### src/rtl/float_noise_mask_codec_unit_macros.svh
// Assertion macros for the float noise mask codec
`ifndef FLOAT_NOISE_MASK_CODEC_UNIT_MACROS_SVH
`define FLOAT_NOISE_MASK_CODEC_UNIT_MACROS_SVH

// consequent must hold in the same cycle as the antecedent
`define FNMC_ASSERT_IMPLY(lbl, ante, cons, msg) \
  lbl: assert property (@(posedge clk) disable iff (!rst_n) (ante) |-> (cons)) else $error(msg);

// consequent must hold in the cycle after the antecedent
`define FNMC_ASSERT_NEXT(lbl, ante, cons, msg) \
  lbl: assert property (@(posedge clk) disable iff (!rst_n) (ante) |=> (cons)) else $error(msg);

`endif

### src/rtl/fnmc_pkg.sv
// Package: types, constants and arithmetic helpers of the float noise mask codec
`timescale 1ns / 1ps
`default_nettype none
package fnmc_pkg;

  localparam int MANT_BITS  = 21;
  localparam int KEXP_BITS  = 10;
  localparam int IEXP_BITS  = 8;
  localparam int IMANT_BITS = 23;
  localparam int SIG_BITS   = IMANT_BITS + 1;
  localparam int QUO_BITS   = SIG_BITS + 2;
  localparam int DIV_STAGES = QUO_BITS / 2;

  localparam logic [KEXP_BITS-1:0] EXP_BIAS = KEXP_BITS'(127);
  localparam logic [KEXP_BITS-1:0] EXP_INF  = KEXP_BITS'(255);

  localparam logic [31:0] QNAN_BITS = 32'h7FC0_0000;
  localparam logic [30:0] INF_MAG   = 31'h7F80_0000;

  localparam logic CMD_ENC = 1'b0;
  localparam logic CMD_DEC = 1'b1;

  localparam logic [1:0] CL_NUM  = 2'd0;
  localparam logic [1:0] CL_ZERO = 2'd1;
  localparam logic [1:0] CL_INF  = 2'd2;
  localparam logic [1:0] CL_NAN  = 2'd3;

  typedef struct packed {
    logic                  cmd;
    logic                  sgn;
    logic [1:0]            cls;
    logic [IEXP_BITS-1:0]  exf;   // effective exponent, 1 for subnormals
    logic [SIG_BITS-1:0]   rem;
    logic [QUO_BITS-1:0]   quo;
    logic [31:0]           enc;
  } stg_t;

  // one restoring division step: returns {quotient bit, new remainder}
  function automatic logic [SIG_BITS:0] div_step(input logic [SIG_BITS-1:0] r,
                                                  input logic [SIG_BITS-1:0] m);
    logic [SIG_BITS:0] t;
    logic              q;
    logic [SIG_BITS:0] rn;
    t  = {r, 1'b0};
    q  = (t >= {1'b0, m});
    rn = q ? t - {1'b0, m} : t;
    return {q, rn[SIG_BITS-1:0]};
  endfunction

  // round to nearest even and pack; a carry out of the significand bumps the exponent
  function automatic logic [31:0] round_pack(input logic sgn,
                                             input logic [KEXP_BITS-1:0] base,
                                             input logic [SIG_BITS-1:0] sig,
                                             input logic g,
                                             input logic st);
    logic        up;
    logic [32:0] sum;
    up  = g & (st | sig[0]);
    sum = {base, {IMANT_BITS{1'b0}}} + 33'(sig) + 33'(up);
    if (sum[32:IMANT_BITS] >= EXP_INF) return {sgn, INF_MAG};
    return {sgn, sum[30:0]};
  endfunction

endpackage
`default_nettype wire

### src/rtl/float_noise_mask_codec_unit.sv
// Top level: pipelined binary32 masking (multiply) and unmasking (divide) by a keyed factor
// Accepts one item per cycle.
// Depth is set by the divider: 26 restoring steps, two per stage over 13 stages.
// busy is never raised; each result is shown for one cycle with out_valid.
// Synchronous active-low reset clears the valid bits and the key (to 0).
// Data registers are not reset.
`timescale 1ns / 1ps
`default_nettype none
`include "float_noise_mask_codec_unit_macros.svh"
module float_noise_mask_codec_unit
  import fnmc_pkg::*;
(
  input  wire logic        clk,
  input  wire logic        rst_n,
  input  wire logic        start,
  output logic             busy,
  input  wire logic        in_cmd,
  input  wire logic [31:0] in_value,
  output logic             out_valid,
  output logic [31:0]      out_result,
  input  wire logic        cfg_we,
  input  wire logic [31:0] cfg_data
);

  logic [31:0] key_r;
  logic        s0_vld_r;
  logic        s0_cmd_r;
  logic [31:0] s0_x_r;
  logic [DIV_STAGES-1:0] vld_r;
  stg_t        stg_r [DIV_STAGES];
  stg_t        stg_nxt [DIV_STAGES];
  logic [2*SIG_BITS-1:0] prod_r;
  logic        out_valid_r;
  logic [31:0] out_result_r;

  logic [SIG_BITS-1:0]  key_m;
  logic [KEXP_BITS-1:0] key_e;
  logic [KEXP_BITS-1:0] dexp;
  logic [31:0]          x_nxt;

  assign key_m = {1'b1, key_r[MANT_BITS-1:0], 2'b00};
  assign key_e = key_r[30:MANT_BITS];
  assign busy  = 1'b0;

  // decrypt rebuilds a binary32 word from the ciphertext before it enters
  assign dexp  = in_value[30:MANT_BITS] - key_e + EXP_BIAS;
  assign x_nxt = (in_cmd == CMD_DEC) ?
                 {in_value[31], dexp[IEXP_BITS-1:0], in_value[MANT_BITS-1:0], 2'b00} :
                 in_value;

  // stage 1: unpack, multiply, first two quotient bits
  logic [IEXP_BITS-1:0]  s1_exp;
  logic [IMANT_BITS-1:0] s1_frac;
  logic [SIG_BITS-1:0]   s1_sig;
  logic                  s1_q25;
  logic [SIG_BITS-1:0]   s1_r;
  logic [SIG_BITS:0]     s1_step;
  stg_t                  s1_nxt;

  always_comb begin
    s1_exp  = s0_x_r[30:IMANT_BITS];
    s1_frac = s0_x_r[IMANT_BITS-1:0];
    s1_sig  = {s1_exp != '0, s1_frac};
    s1_q25  = (s1_sig >= key_m);
    s1_r    = s1_q25 ? s1_sig - key_m : s1_sig;
    s1_step = div_step(s1_r, key_m);
    s1_nxt.cmd = s0_cmd_r;
    s1_nxt.sgn = s0_x_r[31] ^ key_r[31];
    if (s1_exp == '1) begin
      s1_nxt.cls = (s1_frac != '0) ? CL_NAN : CL_INF;
    end else if (s1_exp == '0 && s1_frac == '0) begin
      s1_nxt.cls = CL_ZERO;
    end else begin
      s1_nxt.cls = CL_NUM;
    end
    s1_nxt.exf = (s1_exp == '0) ? IEXP_BITS'(1) : s1_exp;
    s1_nxt.rem = s1_step[SIG_BITS-1:0];
    s1_nxt.quo = {{(QUO_BITS-2){1'b0}}, s1_q25, s1_step[SIG_BITS]};
    s1_nxt.enc = '0;
  end

  // stage 2: encrypt rounding and two division steps; later stages: two division steps each
  logic                 e_p47;
  logic [SIG_BITS-1:0]  e_sig;
  logic                 e_g;
  logic                 e_st;
  logic [KEXP_BITS-1:0] e_base;
  logic [31:0]          e_p;
  logic [KEXP_BITS-1:0] e_exp;

  always_comb begin
    e_p47  = prod_r[2*SIG_BITS-1];
    e_sig  = e_p47 ? prod_r[47:24] : prod_r[46:23];
    e_g    = e_p47 ? prod_r[23] : prod_r[22];
    e_st   = e_p47 ? (prod_r[22:0] != '0) : (prod_r[21:0] != '0);
    e_base = KEXP_BITS'(stg_r[0].exf) - KEXP_BITS'(1) + KEXP_BITS'(e_p47);
    case (stg_r[0].cls)
      CL_NAN:  e_p = QNAN_BITS;
      CL_INF:  e_p = {stg_r[0].sgn, INF_MAG};
      CL_ZERO: e_p = {stg_r[0].sgn, 31'd0};
      default: e_p = round_pack(stg_r[0].sgn, e_base, e_sig, e_g, e_st);
    endcase
    e_exp = KEXP_BITS'(e_p[30:IMANT_BITS]) + key_e - EXP_BIAS;
  end

  logic [SIG_BITS:0] st_a [1:DIV_STAGES-1];
  logic [SIG_BITS:0] st_b [1:DIV_STAGES-1];

  always_comb begin
    stg_nxt[0] = s1_nxt;
    for (int k = 1; k < DIV_STAGES; k++) begin
      st_a[k] = div_step(stg_r[k-1].rem, key_m);
      st_b[k] = div_step(st_a[k][SIG_BITS-1:0], key_m);
      stg_nxt[k]     = stg_r[k-1];
      stg_nxt[k].rem = st_b[k][SIG_BITS-1:0];
      stg_nxt[k].quo = {stg_r[k-1].quo[QUO_BITS-3:0], st_a[k][SIG_BITS], st_b[k][SIG_BITS]};
    end
    stg_nxt[1].enc = {e_p[31], e_exp, e_p[IMANT_BITS-1:2]};
  end

  // output stage: decrypt rounding and result select
  stg_t                 lst;
  logic                 d_sh2;
  logic [SIG_BITS-1:0]  d_sig;
  logic                 d_g;
  logic                 d_st;
  logic [KEXP_BITS-1:0] d_base;
  logic [31:0]          d_q;
  logic [31:0]          out_result_nxt;

  always_comb begin
    lst    = stg_r[DIV_STAGES-1];
    // quotient in [1,2) or a subnormal result keeps the coarse alignment
    d_sh2  = lst.quo[QUO_BITS-1] | (lst.exf == IEXP_BITS'(1));
    d_sig  = d_sh2 ? lst.quo[25:2] : lst.quo[24:1];
    d_g    = d_sh2 ? lst.quo[1] : lst.quo[0];
    d_st   = (d_sh2 & lst.quo[0]) | (lst.rem != '0);
    if (lst.quo[QUO_BITS-1]) begin
      d_base = KEXP_BITS'(lst.exf) - KEXP_BITS'(1);
    end else if (lst.exf == IEXP_BITS'(1)) begin
      d_base = '0;
    end else begin
      d_base = KEXP_BITS'(lst.exf) - KEXP_BITS'(2);
    end
    case (lst.cls)
      CL_NAN:  d_q = QNAN_BITS;
      CL_INF:  d_q = {lst.sgn, INF_MAG};
      CL_ZERO: d_q = {lst.sgn, 31'd0};
      default: d_q = round_pack(lst.sgn, d_base, d_sig, d_g, d_st);
    endcase
    out_result_nxt = (lst.cmd == CMD_DEC) ? d_q : lst.enc;
  end

  always_ff @(posedge clk) begin
    if (!rst_n) begin
      key_r       <= '0;
      s0_vld_r    <= 1'b0;
      vld_r       <= '0;
      out_valid_r <= 1'b0;
    end else begin
      if (cfg_we) key_r <= cfg_data;
      s0_vld_r    <= start;
      vld_r       <= {vld_r[DIV_STAGES-2:0], s0_vld_r};
      out_valid_r <= vld_r[DIV_STAGES-1];
    end
  end

  always_ff @(posedge clk) begin
    s0_cmd_r <= in_cmd;
    s0_x_r   <= x_nxt;
    prod_r   <= s1_sig * key_m;
    for (int k = 0; k < DIV_STAGES; k++) begin
      stg_r[k] <= stg_nxt[k];
    end
    out_result_r <= out_result_nxt;
  end

  assign out_valid  = out_valid_r;
  assign out_result = out_result_r;

  `FNMC_ASSERT_NEXT(a_enter, start && !busy, s0_vld_r, "accepted item did not enter the pipe")
  `FNMC_ASSERT_NEXT(a_leave, vld_r[DIV_STAGES-1], out_valid, "item lost before the output")
  `FNMC_ASSERT_IMPLY(a_nostall, busy, 1'b0, "pipe must never hold off input")

endmodule
`default_nettype wire

### config.mk
export PLATFORM = sky130hd
export DESIGN_NAME = float_noise_mask_codec_unit
export DESIGN_NICKNAME = d
export VERILOG_FILES = /design/src/rtl/fnmc_pkg.sv /design/src/rtl/float_noise_mask_codec_unit.sv
export VERILOG_INCLUDE_DIRS = /design/src /design/src/rtl
export SDC_FILE = /design/constraint.sdc
export NUM_CORES = 2
export LEC_CHECK = 0
export ABC_CLOCK_PERIOD_IN_PS = 24000
export BUFFER_PORTS_ARGS = -buffer_cell sky130_fd_sc_hd__buf_2
export CAP_MARGIN = 20
export CORE_AREA = 8 8 340 342
export DETAILED_ROUTE_END_ITERATION = 7
export DIE_AREA = 0 0 348 350
export GPL_TIMING_DRIVEN = 0
export PLACE_DENSITY = 0.87
export SYNTH_ARGS = -nofsm -noshare
export SYNTH_HDL_FRONTEND = slang
export SYNTH_SLANG_ARGS = --single-unit
### constraint.sdc
create_clock -name clk -period 24 [get_ports clk]
set_input_delay 1.2 -clock clk [delete_from_list [all_inputs] [get_ports clk]]
set_output_delay 1.2 -clock clk [all_outputs]
set_load 0.01 [all_outputs]
### Word-level counts from Yosys, hierarchy flattened

Memory sizes are Yosys's and may differ from the RTL's.
Index checks and enable logic that the tools add are counted.

| cells by class | value |
|---|---|
| add/sub/neg operators | 38 |
| bitwise gates (word level) | 8 |
| mux-type cells | 49 |
| reductions and logical operators | 10 |
| equal/unequal tests | 8 |
| $lt $le $gt $ge | 28 |
| multipliers | 1 |

Operator list:

| operator | count |
|---|---|
| $mux W24 | 28 |
| $ge A25 B24 Y1 | 25 |
| $sub A24 B24 Y24 | 26 |
| $pmux W32 S3 | 2 |
| $mux W32 | 5 |
| $add A33 B1 Y33 | 2 |
| $add A33 B24 Y33 | 2 |
| $mul A24 B22 Y46 | 1 |
| $reduce_bool A23 Y1 | 2 |
| $mux W31 | 1 |
| $ge A24 B24 Y1 | 1 |
| $reduce_bool A24 Y1 | 1 |
| $logic_not A23 Y1 | 1 |
| $reduce_bool A22 Y1 | 1 |
| $ge A10 B8 Y1 const B | 2 |
| $mux W10 | 2 |
| $sub A8 B1 Y9 const B | 2 |
| $add A8 B10 Y10 | 1 |
| $add A9 B2 Y10 | 1 |
| $sub A10 B7 Y10 const B | 1 |
| $mux W1 | 9 |
| $sub A8 B2 Y9 const B | 1 |
| $add A8 B7 Y8 const B | 1 |
| $eq A2 B2 Y1 const B | 4 |
| other kinds (13) | 20 |

| storage, ports and cells | value |
|---|---|
| word-level logic and storage cells | 152 |
| register bits after elaboration | 158 |
| memory bits (writable) | 1222 |
| bits of input ports | 69 |
| memories | 1 |
| output and inout bits | 34 |

Memory list:

| name | words | width | rd ports | clocked after Yosys merged registers in | wr ports | line | text |
|---|---|---|---|---|---|---|---|
| stg_r | 13 | 94 | 13 | 0 | 13 | float_noise_mask_codec_unit.sv:30 | `stg_t stg_r [DIV_STAGES];` |

### Depth between registers and ports, before layout

An unclocked memory read counts as a cell.

| logic depth | value |
|---|---|
| depth after elaboration | 14 |
| mapped depth | 29 |
| gate-level depth less buffers | 26 |

### Worst setup path before layout

Ideal clock, no wire load.

| path | value |
|---|---|
| path kind | flip-flop to flip-flop |
| from | register key_r[1] |
| to | memory stg_r[0][158] (netlist bit) |
| setup slack | 16.405 ns |
| library setup time | 0.121 ns |
| stages on the path, launching flop included | 28 |
| data required time | 23.879 ns |
| period minus slack after synthesis | 7.595 ns |
| arrival | 7.475 ns |
| path buffers | 5 |
| path through | dfxtp_1 -> clkbuf_1 -> clkbuf_1 -> inv_1 -> ha_1 -> nor2b_1 -> o31a_1 -> o2111ai_1 -> a41oi_1 -> o32a_1 -> a221oi_1 -> o21ai_1 -> clkbuf_1 -> clkbuf_1 -> o21ai_0 -> inv_1 -> ha_1 -> nor2b_1 -> o31ai_1 -> a21bo_2 -> a21oi_1 -> o311a_1 -> o21ai_0 -> a21boi_0 -> a21o_1 -> a21boi_1 -> buf_2 -> mux2_2 |

RTL lines:

| item | line | text |
|---|---|---|
| start: declaration | float_noise_mask_codec_unit.sv:25 | `logic [31:0] key_r;` |
| start signal: assignment | float_noise_mask_codec_unit.sv:161 | `if (cfg_we) key_r <= cfg_data;` |
| end: declaration | float_noise_mask_codec_unit.sv:30 |  |

### Final worst setup path

| path | value |
|---|---|
| from | register key_r[0] |
| to | register prod_r[46] |

| between the ends | value |
|---|---|
| cells in the longest elaborated chain, start to end | 1 |

Ends and longest elaborated chain:

| item | line | text |
|---|---|---|
| $mul A24 B22 Y46 | float_noise_mask_codec_unit.sv:171 | `prod_r <= s1_sig * key_m;` |
| end signal: assignment | float_noise_mask_codec_unit.sv:171 |  |
| end: declaration | float_noise_mask_codec_unit.sv:32 | `logic [2*SIG_BITS-1:0] prod_r;` |

No other way between the ends.
A chain may end at the register's enable or synchronous reset.

==> run_results.csv <==
group,metric,value,unit
outcome,status,"finished, violations left",
outcome,violations,"design-rule violations",
drt,postRouteAntennaNets,0,
global_route,globalRoute.totalOverflow,0,
worst_setup_path,worstSetupStartpoint,"key_r[0]",
timing,maxSlewViolCount,0,
global_route,grt_first_pass_wirelength,353400,um
synth,synth.yosys.warnings,0,
synth,mappedNetlistNets,9486,
timing,final_hold_viol_count,0,
synth,fraction_of_the_yosys_area_taken_by_sequential_cells,30.07,%
synth,synth_seq_cells,1147,
synth,netlist.top_cell.by_area,"dfxtp_1",
worst_setup_path,r2r_start,"key_r[0]",
cts,ctsResizeCount,0,
global_route,number_of_global_route_vias_before_repair,64300,
synth,synth_top_area_share,30.07,%
floorplanning,placementRows,122,
floorplanning,die_y,350,um
drt,drt-pass1-iter-count,8,
place,place_hpwl,167200,um
drt,route.vias.total,63890,
floorplanning,dieWidth,348,um
drt,drt_total_wl,230600,um
synth,synth-edff-count,0,
worst_setup_path,crit-reg2reg-capture,"prod_r[46]",
cts,postCtsSetupRepairBufs,0,
synth,yosys-top-cells-area,"dfxtp_1 (30%), ha_1 (12%), fa_1 (12%), mux2_2 (4.9%), xnor2_1 (4.0%)",
finish,post_route_cells_drive_above_1_share,8.981,%
drt,wire_length_per_cell,23.01,um
cts,cts_sinks,1147,
cts,cts.path.max_buffers,3,
floorplanning,io_pins,103,
worst_setup_path,required,24600,ps
timing,min_period,11820,ps
worst_setup_path,endpoint_kind,"flop",
drt,post_drt_via_cell_ratio,6.376,
synth,syn_area_per_cell,9.300,um2
worst_setup_path,critical_path.max_fanout,23,
worst_setup_path,worst_setup_path_endpoint,"prod_r[46]",
timing,worst_slack,12180,ps
synth,post_synth_num_cell_types,95,
drt,drtIter0Drc,6174,
timing,fin_setup_tns,0,ps
timing,timing.max_slew.rel_slack,16.21,%
cts,cts_made_buffers,109,
worst_setup_path,worst_ep_arrival_time,12420,ps
synth,commonest_register_cell_after_synthesis,"dfxtp_1",
drt,drc_errors,22,
worst_setup_path,timing.critical_path.slowest_stage_cell,"dfxtp_2",
global_route,grt_start_max_net_pins,30,
timing,report.final.setup_viol,0,
timing,rsz_0062_raised_after_global_routing,"false",
finish,nets,9716,
worst_setup_path,critPathLaunchType,"flop",
floorplanning,coreArea,110100,um2
cts,clk-insertion-delay-late,760,ps
place,io_buffer_count,99,
synth,yosys.cell_count.top_type,"dfxtp_1",
place,gp_congestion,1.010,
timing,clock.fmax,0.08459,GHz
timing,final_min_period_over_clock_period,49.26,%
worst_setup_path,critical_path.most_common_cell,"fa_1",
timing,worst_pin_slew,1257,ps
cts,clk_transition_reported_paths,70,ps
cts,clock_tree.htree_level_count,3,
synth,synthesized_netlist_cell_count,8210,
worst_setup_path,worst_r2r_path_depth,27,
floorplanning,die_area,121800,um2
finish,area_delta_synth_final,8.728,%
place,dp_worst_setup_slack,12620,ps
min_path,hold_path_class,"flop to flop",
global_route,grt_antenna_before_repair,11,
job,timing.max_cap.violations,0,
timing,skew,102.7,ps
cts,cts_tree,"yes",
global_route,grtUsageTotal,36.57,%
synth,synthesis.area,76350,um2
floorplanning,initial_core_util,69.37,%
worst_setup_path,worst_path_largest_cell_delay,950,ps
worst_setup_path,setup.worst_path.class,"flop to flop",
worst_setup_path,timing.reg2reg.setup_slack,12180,ps
synth,async_reset_ff_share,0,%
synth,synth.cells.most_frequent,"dfxtp_1 (1147), ha_1 (754), nand2_1 (683)",
cts,cts-hold-fix-buffers,0,
cts,root_buffer,"clkbuf_16",
[worst min-delay path by stage]
stage,start,endpoint,depth (start not counted)
global route,stg_r[0][387],stg_r[0][481],0
finish,stg_r[0][387],stg_r[0][481],0
detailed placement,stg_r[0][224],stg_r[0][320],0
floorplan,stg_r[0][32],stg_r[0][128],0
CTS,stg_r[0][387],stg_r[0][481],0
global placement,stg_r[0][208],stg_r[0][302],0
[layer usage]
| layer | track usage [%] | vias up | part of all wire (%) |
|---|---|---|---|
| met5 | 0 | - | 0.012 |
| met4 | 24.51 | 4 | 8.0 |
| met3 | 8.748 | 1245 | 9.9 |
| met2 | 60.16 | 3673 | 45 |
| met1 | 42.52 | 30280 | 37 |
| li1 | - | 28690 | - |
[area by class of cell]
class	count	area, um2
Multi-Input combinational cell	6131	49840
Fill cell	7327	27040
Sequential cell	1147	22960
Clock buffer	144	3039
Inverter	691	2596
Tap cell	1488	1862
Buffer	241	957.2
Timing Repair Buffer	119	888.4
Clock inverter	56	860.8
Antenna cell	3	7.507
[worst max-delay path: cells and delay by family, from the launching register on]
family | cells | cell delay, ps
flops | 1 | 950
buf+inv | 10 | 4530
fa+ha+maj | 7 | 3390
simple gates | 3 | 550
xor+xnor | 1 | 300
compound gates | 6 | 1910
[state kept, by name, summed over array words and instances (netlist names)]
name,flops
stg_r,1009
out_result,32
key_r,32
vld_r,13
s0_vld_r,1
s0_x_r,32
out_valid,1
prod_r,26
s0_cmd_r,1
[layout by cell type, fill, tap and decap left out, types with 56 or more instances in the layout]
cell type | synthesis | final
dfxtp_1 | 1147 | 1145
ha_1 | 754 | 754
nand2_1 | 683 | 683
inv_1 | 682 | 664
a21oi_1 | 552 | 552
nor2_1 | 526 | 526
fa_1 | 453 | 453
xnor2_1 | 347 | 347
o21ai_0 | 343 | 343
mux2_2 | 333 | 333
a21o_1 | 225 | 225
clkbuf_1 | 202 | 218
xor2_1 | 203 | 203
and2_1 | 189 | 189
nand3_1 | 137 | 137
nor2b_1 | 125 | 125
o21a_1 | 125 | 125
nor3_1 | 115 | 115
buf_2 | 14 | 113
clkbuf_16 | 0 | 109
mux2i_1 | 90 | 90
nand4_1 | 84 | 84
nand2b_1 | 79 | 79
o21bai_1 | 76 | 76
a31oi_1 | 57 | 57
and3_1 | 56 | 56
[metrics by stage]
stage	hold WS, ps	utilization (%)	instance area, um2	std cells
4_1_cts	277.4	75.42	83010	10020
3_5_place_dp	312.1	71.88	79110	9817
3_3_place_gp	309.7	71.51	78710	9797
6_report	282.0	75.43	83010	10020
5_1_grt	290.5	75.42	83010	10020
2_1_floorplan	309.6	-	76350	8210
[kinds of logic (layout without fill, tap and decap cells)]
| logic type | count (synthesis) | after routing | share of synthesized area (%) |
|---|---|---|---|
| adders and majority gates | 1207 | 1207 | 24.23 |
| DFF | 1147 | 1147 | 30.07 |
| other | 1 | 4 | 0.004912 |
| and+or+nand+nor | 2165 | 2165 | 13.62 |
| muxes | 427 | 427 | 6.150 |
| AOI/OAI and AO/OA | 1781 | 1781 | 14.95 |
| xor gates and xnor gates | 550 | 550 | 6.309 |
| buffers and inverters | 932 | 1251 | 4.649 |
Power is not shown: default switching activity piles up to over one toggle a cycle in this logic, so the estimate is an artifact.
